### src/hdl/mrs_pkg.sv
// types and constants shared by the mailbox request sequencer
package mrs_pkg;

  localparam int unsigned ArgSlots  = 8;
  localparam int unsigned FifoDepth = 4;
  localparam int unsigned FifoAw    = 2;
  localparam logic [16:0] TickMax   = 17'h1FFFF;

  // mailbox status words
  localparam logic [31:0] MbxNotReady = 32'h0000_0000;
  localparam logic [31:0] MbxOk       = 32'h0000_0001;
  localparam logic [31:0] MbxInvalid  = 32'h0000_00FE;
  localparam logic [31:0] MbxFailed   = 32'h0000_00FF;

  // register reset values
  localparam logic [11:0] RstIndexOffset  = 12'h0C4;
  localparam logic [11:0] RstDataOffset   = 12'h0C8;
  localparam logic [31:0] RstMsgIdAddr    = 32'h03B1_0534;
  localparam logic [31:0] RstStatusAddr   = 32'h03B1_0980;
  localparam logic [31:0] RstDataBaseAddr = 32'h03B1_09E0;
  localparam logic [15:0] RstTimeoutTicks = 16'd500;

  typedef enum logic [1:0] {
    KindLoad  = 2'd0,
    KindStart = 2'd1,
    KindReply = 2'd2,
    KindTick  = 2'd3
  } kind_e;

  typedef enum logic [1:0] {
    ActWrite = 2'd0,
    ActRead  = 2'd1,
    ActWord  = 2'd2,
    ActDone  = 2'd3
  } action_e;

  typedef enum logic [2:0] {
    StOk         = 3'd0,
    StTimeout    = 3'd1,
    StInvalidMsg = 3'd2,
    StFailed     = 3'd3,
    StUnknown    = 3'd4,
    StBusError   = 3'd5
  } done_code_e;

  typedef enum logic [2:0] {
    CfgIndexOffset  = 3'd0,
    CfgDataOffset   = 3'd1,
    CfgMsgIdAddr    = 3'd2,
    CfgStatusAddr   = 3'd3,
    CfgDataBaseAddr = 3'd4,
    CfgTimeoutTicks = 3'd5
  } cfg_reg_e;

  typedef enum logic [3:0] {
    PhIdle    = 4'd0,
    PhClrIdx  = 4'd1,
    PhClrDat  = 4'd2,
    PhArgIdx  = 4'd3,
    PhArgDat  = 4'd4,
    PhIdIdx   = 4'd5,
    PhIdDat   = 4'd6,
    PhPollIdx = 4'd7,
    PhPollRd  = 4'd8,
    PhRspIdx  = 4'd9,
    PhRspRd   = 4'd10
  } phase_e;

  typedef struct packed {
    logic [1:0]  kind;
    logic        socket;
    logic [31:0] msg_id;
    logic [3:0]  arg_count;
    logic [3:0]  response_count;
    logic [2:0]  arg_index;
    logic [31:0] data;
    logic        bus_error;
  } req_t;

  typedef struct packed {
    logic [1:0]  action;
    logic        target_socket;
    logic [11:0] cfg_offset;
    logic [31:0] wdata;
    logic [31:0] response_word;
    logic [2:0]  response_index;
    logic [2:0]  status;
    logic        last;
  } rsp_t;

endpackage

### src/hdl/mailbox_request_sequencer_top.sv
// mailbox request sequencer: step logic, argument store and result buffer
//
//   channel   | signals                         | beat
//   ----------+---------------------------------+-------------------------------
//   in        | in_valid_i/in_ready_o/in_data_i | load, start, bus reply or tick
//   out       | out_valid_o/out_ready_i/out_data_o | access, response word or done
//   cfg       | cfg_we_i/cfg_idx_i/cfg_data_i   | register write, no wait
//
// one input beat is taken per cycle; its state update and up to two result
// beats are formed in that cycle and land in a four-entry result buffer.
// in_ready_o drops while the buffer holds more than two beats, so input
// stalls only when the output side backs up.
// reset clears the sequencer, hung flags, counters and buffer at once; the
// argument store is not reset.
module mailbox_request_sequencer_top #(
  parameter int unsigned SOCKETS  = 2,
  parameter int unsigned MAX_ARGS = 8
) (
  input  logic         clk_i,
  input  logic         rst_ni,
  input  logic         in_valid_i,
  output logic         in_ready_o,
  input  mrs_pkg::req_t in_data_i,
  output logic         out_valid_o,
  input  logic         out_ready_i,
  output mrs_pkg::rsp_t out_data_o,
  input  logic         cfg_we_i,
  input  logic [2:0]   cfg_idx_i,
  input  logic [31:0]  cfg_data_i
);
  import mrs_pkg::*;

  localparam logic [3:0] MaxArgs = 4'(MAX_ARGS);

  // configuration
  logic [11:0] index_off_q, data_off_q;
  logic [31:0] msg_id_addr_q, status_addr_q, data_base_q;
  logic [15:0] timeout_q;

  always_ff @(posedge clk_i or negedge rst_ni) begin
    if (!rst_ni) begin
      index_off_q   <= RstIndexOffset;
      data_off_q    <= RstDataOffset;
      msg_id_addr_q <= RstMsgIdAddr;
      status_addr_q <= RstStatusAddr;
      data_base_q   <= RstDataBaseAddr;
      timeout_q     <= RstTimeoutTicks;
    end else if (cfg_we_i) begin
      case (cfg_reg_e'(cfg_idx_i))
        CfgIndexOffset:  index_off_q   <= cfg_data_i[11:0];
        CfgDataOffset:   data_off_q    <= cfg_data_i[11:0];
        CfgMsgIdAddr:    msg_id_addr_q <= cfg_data_i;
        CfgStatusAddr:   status_addr_q <= cfg_data_i;
        CfgDataBaseAddr: data_base_q   <= cfg_data_i;
        CfgTimeoutTicks: timeout_q     <= cfg_data_i[15:0];
        default: ;
      endcase
    end
  end

  // sequencer state
  phase_e        phase_q, phase_d;
  logic [SOCKETS-1:0] hung_q, hung_d;
  logic [3:0]    wc_q, wc_d;
  logic [16:0]   elapsed_q, elapsed_d;
  logic          sock_q, sock_d;
  logic [31:0]   msg_q, msg_d;
  logic [3:0]    argc_q, argc_d, rc_q, rc_d;
  logic [31:0]   arg_store [ArgSlots];

  logic          in_fire, out_fire, store_we;
  logic          emit_word, emit_done, emit_issue, hung_hit;
  done_code_e    done_code;
  logic [3:0]    argc_sat, rc_sat;
  logic [1:0]    n_res;
  rsp_t          word_res, next_res, res0, res1;

  assign in_fire  = in_valid_i & in_ready_o;
  assign out_fire = out_valid_o & out_ready_i;

  assign argc_sat = (in_data_i.arg_count > MaxArgs) ? MaxArgs : in_data_i.arg_count;
  assign rc_sat   = (in_data_i.response_count > MaxArgs) ? MaxArgs : in_data_i.response_count;

  always_comb begin
    hung_hit = 1'b0;
    for (int i = 0; i < SOCKETS; i++) begin
      if (i == int'(in_data_i.socket)) hung_hit = hung_q[i];
    end
  end

  always_comb begin
    phase_d    = phase_q;
    hung_d     = hung_q;
    wc_d       = wc_q;
    elapsed_d  = elapsed_q;
    sock_d     = sock_q;
    msg_d      = msg_q;
    argc_d     = argc_q;
    rc_d       = rc_q;
    store_we   = 1'b0;
    emit_word  = 1'b0;
    emit_done  = 1'b0;
    emit_issue = 1'b0;
    done_code  = StOk;
    if (in_fire) begin
      case (kind_e'(in_data_i.kind))
        KindLoad: begin
          store_we = (phase_q == PhIdle);
        end
        KindStart: begin
          if (phase_q == PhIdle) begin
            sock_d    = in_data_i.socket;
            msg_d     = in_data_i.msg_id;
            argc_d    = argc_sat;
            rc_d      = rc_sat;
            wc_d      = '0;
            elapsed_d = '0;
            if (int'(in_data_i.socket) >= SOCKETS) begin
              emit_done = 1'b1;
              done_code = StBusError;
            end else if (hung_hit) begin
              emit_done = 1'b1;
              done_code = StTimeout;
            end else begin
              emit_issue = 1'b1;
              phase_d    = PhClrIdx;
            end
          end
        end
        KindReply: begin
          if (phase_q != PhIdle) begin
            if (in_data_i.bus_error) begin
              emit_done = 1'b1;
              done_code = StBusError;
            end else begin
              case (phase_q)
                PhClrIdx: begin
                  emit_issue = 1'b1;
                  phase_d    = PhClrDat;
                end
                PhClrDat: begin
                  wc_d       = '0;
                  emit_issue = 1'b1;
                  phase_d    = (argc_q != '0) ? PhArgIdx : PhIdIdx;
                end
                PhArgIdx: begin
                  emit_issue = 1'b1;
                  phase_d    = PhArgDat;
                end
                PhArgDat: begin
                  wc_d       = wc_q + 4'd1;
                  emit_issue = 1'b1;
                  phase_d    = (wc_d < argc_q) ? PhArgIdx : PhIdIdx;
                end
                PhIdIdx: begin
                  emit_issue = 1'b1;
                  phase_d    = PhIdDat;
                end
                PhIdDat: begin
                  elapsed_d  = '0;
                  emit_issue = 1'b1;
                  phase_d    = PhPollIdx;
                end
                PhPollIdx: begin
                  emit_issue = 1'b1;
                  phase_d    = PhPollRd;
                end
                PhPollRd: begin
                  if (in_data_i.data == MbxNotReady) begin
                    if (elapsed_q > {1'b0, timeout_q}) begin
                      for (int i = 0; i < SOCKETS; i++) begin
                        if (i == int'(sock_q)) hung_d[i] = 1'b1;
                      end
                      emit_done = 1'b1;
                      done_code = StTimeout;
                    end else begin
                      emit_issue = 1'b1;
                      phase_d    = PhPollIdx;
                    end
                  end else if (in_data_i.data == MbxInvalid) begin
                    emit_done = 1'b1;
                    done_code = StInvalidMsg;
                  end else if (in_data_i.data == MbxFailed) begin
                    emit_done = 1'b1;
                    done_code = StFailed;
                  end else if (in_data_i.data != MbxOk) begin
                    emit_done = 1'b1;
                    done_code = StUnknown;
                  end else begin
                    wc_d = '0;
                    if (rc_q == '0) begin
                      emit_done = 1'b1;
                      done_code = StOk;
                    end else begin
                      emit_issue = 1'b1;
                      phase_d    = PhRspIdx;
                    end
                  end
                end
                PhRspIdx: begin
                  emit_issue = 1'b1;
                  phase_d    = PhRspRd;
                end
                PhRspRd: begin
                  emit_word = 1'b1;
                  wc_d      = wc_q + 4'd1;
                  if (wc_d < rc_q) begin
                    emit_issue = 1'b1;
                    phase_d    = PhRspIdx;
                  end else begin
                    emit_done = 1'b1;
                    done_code = StOk;
                  end
                end
                default: ;
              endcase
            end
          end
        end
        KindTick: begin
          if ((phase_q inside {PhPollIdx, PhPollRd}) && (elapsed_q < TickMax)) begin
            elapsed_d = elapsed_q + 17'd1;
          end
        end
        default: ;
      endcase
      if (emit_done) phase_d = PhIdle;
    end
  end

  // access or done beat that follows the step
  logic [31:0] word_addr;
  assign word_addr = data_base_q + {26'd0, wc_d, 2'b00};

  always_comb begin
    next_res               = '0;
    next_res.target_socket = sock_d;
    if (emit_done) begin
      next_res.action = ActDone;
      next_res.status = done_code;
    end else begin
      case (phase_d)
        PhClrIdx: begin
          next_res.action     = ActWrite;
          next_res.cfg_offset = index_off_q;
          next_res.wdata      = status_addr_q;
        end
        PhClrDat: begin
          next_res.action     = ActWrite;
          next_res.cfg_offset = data_off_q;
        end
        PhArgIdx, PhRspIdx: begin
          next_res.action     = ActWrite;
          next_res.cfg_offset = index_off_q;
          next_res.wdata      = word_addr;
        end
        PhArgDat: begin
          next_res.action     = ActWrite;
          next_res.cfg_offset = data_off_q;
          next_res.wdata      = arg_store[wc_d[2:0]];
        end
        PhIdIdx: begin
          next_res.action     = ActWrite;
          next_res.cfg_offset = index_off_q;
          next_res.wdata      = msg_id_addr_q;
        end
        PhIdDat: begin
          next_res.action     = ActWrite;
          next_res.cfg_offset = data_off_q;
          next_res.wdata      = msg_q;
        end
        PhPollIdx: begin
          next_res.action     = ActWrite;
          next_res.cfg_offset = index_off_q;
          next_res.wdata      = status_addr_q;
        end
        PhPollRd, PhRspRd: begin
          next_res.action     = ActRead;
          next_res.cfg_offset = data_off_q;
        end
        default: ;
      endcase
    end
  end

  always_comb begin
    word_res                = '0;
    word_res.action         = ActWord;
    word_res.target_socket  = sock_q;
    word_res.response_word  = in_data_i.data;
    word_res.response_index = wc_q[2:0];
  end

  // pack the beats of this step, last flag on the final one
  always_comb begin
    res0  = next_res;
    res1  = next_res;
    n_res = 2'd0;
    if (emit_word) begin
      res0      = word_res;
      res1.last = 1'b1;
      n_res     = 2'd2;
    end else if (emit_done || emit_issue) begin
      res0.last = 1'b1;
      n_res     = 2'd1;
    end
  end

  always_ff @(posedge clk_i or negedge rst_ni) begin
    if (!rst_ni) begin
      phase_q   <= PhIdle;
      hung_q    <= '0;
      wc_q      <= '0;
      elapsed_q <= '0;
      sock_q    <= 1'b0;
      msg_q     <= '0;
      argc_q    <= '0;
      rc_q      <= '0;
    end else begin
      phase_q   <= phase_d;
      hung_q    <= hung_d;
      wc_q      <= wc_d;
      elapsed_q <= elapsed_d;
      sock_q    <= sock_d;
      msg_q     <= msg_d;
      argc_q    <= argc_d;
      rc_q      <= rc_d;
    end
  end

  always_ff @(posedge clk_i) begin
    if (store_we) arg_store[in_data_i.arg_index] <= in_data_i.data;
  end

  // result buffer
  rsp_t              fifo_q [FifoDepth];
  logic [FifoAw-1:0] wr_ptr_q, rd_ptr_q, wr_ptr_nx;
  logic [FifoAw:0]   count_q;

  assign wr_ptr_nx   = wr_ptr_q + FifoAw'(1);
  assign in_ready_o  = (count_q <= (FifoAw+1)'(FifoDepth - 2));
  assign out_valid_o = (count_q != '0);
  assign out_data_o  = fifo_q[rd_ptr_q];

  always_ff @(posedge clk_i) begin
    if (n_res != 2'd0) fifo_q[wr_ptr_q] <= res0;
    if (n_res == 2'd2) fifo_q[wr_ptr_nx] <= res1;
  end

  always_ff @(posedge clk_i or negedge rst_ni) begin
    if (!rst_ni) begin
      wr_ptr_q <= '0;
      rd_ptr_q <= '0;
      count_q  <= '0;
    end else begin
      wr_ptr_q <= wr_ptr_q + FifoAw'(n_res);
      if (out_fire) rd_ptr_q <= rd_ptr_q + FifoAw'(1);
      count_q  <= count_q + (FifoAw+1)'(n_res) - (FifoAw+1)'(out_fire);
    end
  end

`ifndef SYNTHESIS
  // a hung socket stays hung
  a_hung_sticky: assert property (@(posedge clk_i) disable iff (!rst_ni)
    (hung_q & $past(hung_q)) == $past(hung_q))
    else $error("hung flag cleared");

  // the buffer never overflows
  a_fifo_bound: assert property (@(posedge clk_i) disable iff (!rst_ni)
    count_q <= (FifoAw+1)'(FifoDepth))
    else $error("result buffer overflow");

  // word counter never runs past MaxArgs, the saturation limit of the counts
  a_wc_bound: assert property (@(posedge clk_i) disable iff (!rst_ni)
    wc_q <= MaxArgs)
    else $error("word counter out of range");

  // an idle sequencer only leaves idle on a start beat
  a_start_only: assert property (@(posedge clk_i) disable iff (!rst_ni)
    (phase_q == PhIdle && phase_d != PhIdle) |-> (in_fire && in_data_i.kind == KindStart))
    else $error("sequence launched without start");
`endif

endmodule
### config.mk
export PLATFORM = sky130hd
export DESIGN_NAME = mailbox_request_sequencer_top
export DESIGN_NICKNAME = d
export VERILOG_FILES = /design/src/hdl/mrs_pkg.sv /design/src/hdl/mailbox_request_sequencer_top.sv
export SDC_FILE = /design/constraint.sdc
export NUM_CORES = 1
export LEC_CHECK = 0
export BUFFER_PORTS_ARGS = -buffer_cell sky130_fd_sc_hd__buf_4
export CORE_UTILIZATION = 45
export CTS_CLUSTER_DIAMETER = 30
export DETAILED_ROUTE_END_ITERATION = 6
export HOLD_SLACK_MARGIN = 0.05
export PLACE_DENSITY = 0.62
export RECOVER_POWER = 25
export SYNTH_ARGS = -nofsm -noshare
export SYNTH_HDL_FRONTEND = slang
export SYNTH_SLANG_ARGS = --single-unit
### constraint.sdc
create_clock -name clk_i -period 5.1 [get_ports clk_i]
set_input_delay 0.765 -clock clk_i [delete_from_list [all_inputs] [get_ports clk_i]]
set_output_delay 0.765 -clock clk_i [all_outputs]
set_load 0.02 [all_outputs]
Yosys cells after proc, flatten, opt, wreduce, memory -nomap -nowiden
Memory sizes are Yosys's and may differ from the RTL's.
Cells that the tools add are included.
{"block": "word_totals", "register_bits": 211, "mem_bits_rw": 600, "input_bits": 119, "out_inout_bits": 88, "elab_cells": 211, "memories": 2}
{"memory": "fifo_q", "depth": 4, "width": 86, "rd": 1, "rd_ports_with_merged_regs": 0, "wr": 2, "line_no": "mailbox_request_sequencer_top.sv:336", "source": "rsp_t fifo_q [FifoDepth];"}
{"memory": "arg_store", "depth": 8, "width": 32, "rd": 1, "rd_ports_with_merged_regs": 0, "wr": 1, "line_no": "mailbox_request_sequencer_top.sv:69", "source": "logic [31:0] arg_store [ArgSlots];"}
{"block": "classes", "add_sub_neg": 8, "n_lt_le_gt_ge": 7, "eq_ne": 37, "muxes": 105, "bitwise_logic": 4, "n_reduce_logical": 30}
{"operator": "$pmux W32 S5", "n": 1}
{"operator": "$mux W4", "n": 23}
{"operator": "$mux W17", "n": 5}
{"operator": "$mux W85", "n": 1}
{"operator": "$eq A32 B8 Y1 const B", "n": 2}
{"operator": "$pmux W17 S3", "n": 1}
{"operator": "$mux W1", "n": 50}
{"operator": "$mux W44", "n": 1}
{"operator": "$pmux W4 S10", "n": 1}
{"operator": "$mux W3", "n": 11}
{"operator": "$add A32 B6 Y32", "n": 1}
{"operator": "$eq A4 B3 Y1 const B", "n": 8}
{"operator": "$logic_not A32 Y1", "n": 1}
{"operator": "$ne A32 B1 Y1 const B", "n": 1}
{"operator": "$eq A4 B4 Y1 const B", "n": 6}
{"operator": "$pmux W12 S2", "n": 1}
{"operator": "$add A17 B1 Y17 const B", "n": 1}
{"operator": "$gt A17 B16 Y1", "n": 1}
{"operator": "$lt A17 B17 Y1 const B", "n": 1}
{"operator": "$eq A4 B2 Y1 const B", "n": 4}
{"operator": "$pmux W4 S2", "n": 2}
{"operator": "$reduce_and A8 Y1", "n": 2}
{"operator": "$pmux W4 S3", "n": 1}
{"operator": "$reduce_and A2 Y1", "n": 6}
{"operator": "other kinds (35)", "n": 59}

Logic depth before layout (Yosys ltp)
{"block": "logic_depth", "ltp_word": 18, "ltp_mapped": 22, "mapped_depth_nobuf": 17}

Worst setup path after synthesis
OpenSTA, ideal clock, no wires.
{"block": "synth_timing", "path_type": "flip-flop to flip-flop", "from": "register count_q[1]", "to": "memory arg_store[2][0], enable pin", "setup_time_ns": 0.512, "arrival_ns": 4.880, "required_time_ns": 4.588, "path_slack_ns": -0.292, "path_stages_with_launch": 6, "path_buffers": 1, "synth_period_minus_slack_ns": 5.392, "path_cell_list": "dfrtp_1 -> a21oi_1 -> and2_1 -> clkbuf_1 -> nand3_1 -> nor4b_1"}
{"block": "synth_via", "elab_chain_cells": 5}
{"element": "start, declared", "line_no": "mailbox_request_sequencer_top.sv:338", "source": "logic [FifoAw:0] count_q;"}
{"element": "start signal, assigned", "line_no": "mailbox_request_sequencer_top.sv:358", "source": "count_q <= count_q + (FifoAw+1)'(n_res) - (FifoAw+1)'(out_fire);"}
{"element": "$le A3 B2 Y1", "line_no": "mailbox_request_sequencer_top.sv:341", "source": "assign in_ready_o = (count_q <= (FifoAw+1)'(FifoDepth - 2));"}
{"element": "net in_ready_o", "line_no": "mailbox_request_sequencer_top.sv:22", "source": "output logic in_ready_o,"}
{"element": "$and A1 B1 Y1", "line_no": "mailbox_request_sequencer_top.sv:78", "source": "assign in_fire = in_valid_i & in_ready_o;"}
{"element": "$mux W1", "line_no": "mailbox_request_sequencer_top.sv:105", "source": "if (in_fire) begin"}
{"element": "$mux W1", "line_no": "mailbox_request_sequencer_top.sv:332", "source": "if (store_we) arg_store[in_data_i.arg_index] <= in_data_i.data;"}
{"element": "$mux W1 (implied by the code)", "line_no": "mailbox_request_sequencer_top.sv:332"}
{"element": "end, declared", "line_no": "mailbox_request_sequencer_top.sv:69"}
The timed path passes the listed nets, and every way through them passes these cells.

==> run_results.csv <==
group,metric,value,unit
logic_synthesis,synth.distinct_cells,82,
global_route,grt_util_met2,42.1,%
critical_path,required,5560,ps
cells_and_area,fin_util,58.2,%
logic_synthesis,sequential_cell_area_fraction_in_the_yosys_report,62.6,%
logic_synthesis,synth_area_in_compound_gates,10.2,%
critical_path,reg2reg_from,"phase_q[2]",
clock_tree,cts.path.max_buffers,3,
route,via_count,23700,
critical_path,worst_path_most_repeated_cell,"buf_4",
cells_and_area,nets,3050,
logic_synthesis,yosys_most_used_dff,"edfxtp_1",
clock_tree,worst_setup_hold_path_clk_slew,50,ps
global_route,globalRoute.busiestLayer,"met2",
status,result_of_the_run,"finished, violations left",
global_route,grt_antenna_before_repair,0,
critical_path,critPathTopFamily,"simple AND/OR/NAND/NOR gates",
clock_tree,inserted_clock_buffers,156,
power,p_per_area,515,nW/um^2
cells_and_area,synthToLayoutAreaGrowth,28.4,%
global_route,groute.layer.met1.usage,35.7,%
critical_path,timing.critical_path.fanout_max,13,
power,total_leakage_power,17.4,nW
timing,rsz0062_at_grt,"false",
route,post_drt_via_cell_ratio,5.82,
clock_tree,cts_tree,"built",
critical_path,critPathLaunch,"in_data_i[17]",
timing,relative_max_transition_margin,-111,%
placement,post-place-cells,3775,
logic_synthesis,postSynthRegisterBits,811,
critical_path,timing.critical_path.from_type,"input pin",
logic_synthesis,syn_avg_cell_area,14.3,um^2
timing,final.period_utilization,93.0,%
logic_synthesis,synth_fp_nets,2605,
power,worst_vdd_rail_ir_drop,0.329,mV
critical_path,critical_path_buf_inv_count,6,
logic_synthesis,synth_top_family_by_area,"multiplexers",
floorplanning,die_height,281,um
critical_path,cp_slowest_cell,"a2111oi_2",
power,report.power.total,23.2,mW
floorplanning,pin_count,207,
min_path,worst_hold_startpoint,"in_data_i[54]",
logic_synthesis,yosys.area_share.simple,7.37,%
logic_synthesis,synth_xor_area_share,1.22,%
global_route,grt.total_usage,26.0,%
global_route,grt.overflow.total,0,
clock_tree,clock-root-buffer,"clkbuf_16",
status,violations,"max-capacitance violations, max-slew violations",
timing,clock.fmax,211,MHz
route,detailedRoute.firstIterationViolations,2237,
route,ant_nets,0,
global_route,grt_use_met3,4.01,%
clock_tree,cts_hold_repair.buffers,0,
timing,max_slew.worst_pin.slew,3160,ps
cells_and_area,finalNonFillerCells,4067,
logic_synthesis,synth_mux_area_share,14.8,%
clock_tree,clkSinkCount,811,
logic_synthesis,synth_edf_count,460,
route,routedWlPerCell,24.9,um
floorplanning,num_rows,102,
timing,final.min_clock_period,4740,ps
timing,finalMaxSlewViolations,117,
timing,hold_violations,0,
route,wl,101000,um
timing,clock-skew-final,40.0,ps
min_path,min_path_type,"in -> reg",
critical_path,worst-r2r-setup-slack,360,ps
cells_and_area,drive_above_1_share,35.4,%
placement,io_buffers,206,
route,detail_route.first_pass.iterations,5,
clock_tree,htree_levels,4,
flow_run,drv_cap,1,
floorplanning,floorplan.core_area,77300,um^2
logic_synthesis,synth.yosys.warnings,0,
placement,detailed_place_hpwl,67800,um
critical_path,cp_cell_sequence,"clkbuf_1 -> nor4_1 -> buf_4 -> nand4_1 -> buf_4 -> nor3_1 -> o211ai_1 -> a21oi_4 -> inv_1 -> ha_1 -> a21o_1 -> a21o_1 -> a21oi_1 -> or2_2 -> buf_4 -> nor2_1 -> nand2_1 -> xnor2_1 -> a2111oi_2 -> buf_4 -> nor2_1",
placement,finalWeightedCongestion,0.926,
floorplanning,die_area,79100,um^2
logic_synthesis,async_flop_share,26.0,%
logic_synthesis,yosys.area_share.adder,1.40,%
floorplanning,die_width,281,um
logic_synthesis,post_synth_design_cell_area,35100,um^2
route,detail_route.drc_violations,0,
clock_tree,cts_setup_buffers,0,
floorplanning,initial_utilization,45.4,%
timing,finalSetupViolCount,0,
global_route,grt_first_pass_wirelength,152000,um
critical_path,crit_type,"in -> reg",
global_route,first_global_vias,24100,
clock_tree,insertion_delay,730,ps
critical_path,critPathMaxStageDelay,530,ps
critical_path,element_type_at_the_critical_path_end,"flip-flop",
logic_synthesis,post_synth_inst_count,2448,
critical_path,crit_arrival,5200,ps
global_route,grt_start_max_net_pins,118,
==> kinds of logic after synthesis <==
group           Yosys count
buf+inv                 214
xor+xnor                 49
simple gates            537
fa+ha+maj                38
mux                     315
flops                   811
compound gates          484
==> final timing paths <==
kind	end	cells after the start
max	fifo_q[2][62]	21
min	msg_q[10]	3
max reg2reg	fifo_q[2][62]	13
min reg2reg	hung_q[0]	1
max in group asynchronous	rd_ptr_q[1]	1
min in group asynchronous	argc_q[1]	1
==> Yosys cell counts (all sizes together), types with 9 or more instances <==
| cell | instances | area (um^2) |
|---|---|---|
| mux4 | 150 | 3380 |
| dfstp | 43 | 1130 |
| dfxtp | 140 | 2800 |
| nor4 | 23 | 159 |
| xor2 | 26 | 228 |
| a22oi | 14 | 105 |
| inv | 63 | 236 |
| nor2 | 153 | 574 |
| and3 | 32 | 200 |
| xnor2 | 23 | 201 |
| dfrtp | 168 | 4200 |
| mux2 | 135 | 1520 |
| a211oi | 21 | 163 |
| ha | 36 | 450 |
| mux2i | 30 | 300 |
| o21ai | 56 | 280 |
| a21oi | 121 | 628 |
| clkbuf | 98 | 368 |
| nand2b | 11 | 68.8 |
| o22ai | 10 | 68.8 |
| nand2 | 173 | 649 |
| o2bb2ai | 28 | 245 |
| buf | 53 | 255 |
| a22o | 141 | 1230 |
| nand4 | 14 | 87.6 |
| a222oi | 9 | 90.1 |
| a21o | 12 | 90.1 |
| nand3 | 45 | 235 |
| nor3 | 24 | 136 |
| or3 | 9 | 56.3 |
| a31oi | 14 | 93.8 |
| edfxtp | 460 | 13800 |
==> layout by cell type (no fill, tap or decap), drive strengths merged, types with 24 or more instances in the layout <==
| cell | count |
|---|---|
| nand3 | 45 |
| nor3 | 24 |
| nand2 | 173 |
| dfstp | 43 |
| xor2 | 26 |
| and3 | 32 |
| a21oi | 121 |
| clkinv | 51 |
| mux4 | 150 |
| o2bb2ai | 28 |
| mux2 | 135 |
| a22o | 141 |
| dfrtp | 168 |
| ha | 36 |
| mux2i | 30 |
| inv | 90 |
| clkbuf | 212 |
| edfxtp | 460 |
| o21ai | 56 |
| nor2 | 153 |
| buf | 401 |
| dfxtp | 140 |
==> worst register-to-register path: stages (launching register included) <==
cell and delay, ps:
dfrtp_1 670, nor3b_2 430, o21ai_1 210, nor3_1 300, a22oi_1 180, a21oi_4 170
buf_4 370, buf_4 450, mux4_2 590, mux2i_1 300, a211oi_1 170, a2111oi_2 390
buf_4 210, nor2_1 50
==> registers in the layout, summed over array words and instances, names as in the netlist, 3 cells and up <==
| signal | count |
|---|---|
| arg_store | 256 |
| argc_q | 4 |
| count_q | 3 |
| data_base_q | 32 |
| data_off_q | 12 |
| elapsed_q | 17 |
| fifo_q | 344 |
| index_off_q | 12 |
| msg_id_addr_q | 32 |
| msg_q | 32 |
| phase_q | 4 |
| rc_q | 4 |
| status_addr_q | 32 |
| timeout_q | 16 |
| wc_q | 4 |
==> cell type report <==
type,count,area [um^2]
Clock buffer,175,4130
Sequential cell,811,22000
Timing Repair Buffer,438,3530
Inverter,63,236
Clock inverter,116,1430
Antenna cell,1,2.50
Tap cell,1040,1300
Multi-Input combinational cell,1423,12500
Fill cell,6083,32300
==> report_power, final <==
part	switching, mW	total [mW]	internal (mW)
clock	3.58	10.6	7.02
combinational	2.72	4.76	2.04
sequential	0.406	7.82	7.41
total	6.70	23.2	16.5
==> per-stage QoR <==
step | setup slack, ps | TNS (ps) | cell area [um^2] | hold slack [ps]
2_1_floorplan | -292 | -18690 | 35100 | 422
3_3_place_gp | -262 | -13000 | 39600 | 432
3_5_place_dp | -273 | -12710 | 39600 | 446
4_1_cts | 164 | 0 | 45200 | 182
5_1_grt | 57.4 | 0 | 45000 | 235
6_report | 359 | 0 | 45000 | 252
==> per-layer routing <==
layer	share of wire, %	wire, um
met5	0	0
met4	2.3	2300
met3	6.1	6210
met2	49	49100
met1	43	43600
==> repair_timing <==
item / 4_1_cts / 5_1_grt
resized for setup: 0 / 3
hold endpoints to repair: 0 / 0
endpoints found under the setup margin: 0 / 17
Note: power is estimated with default switching activity, not from simulation.
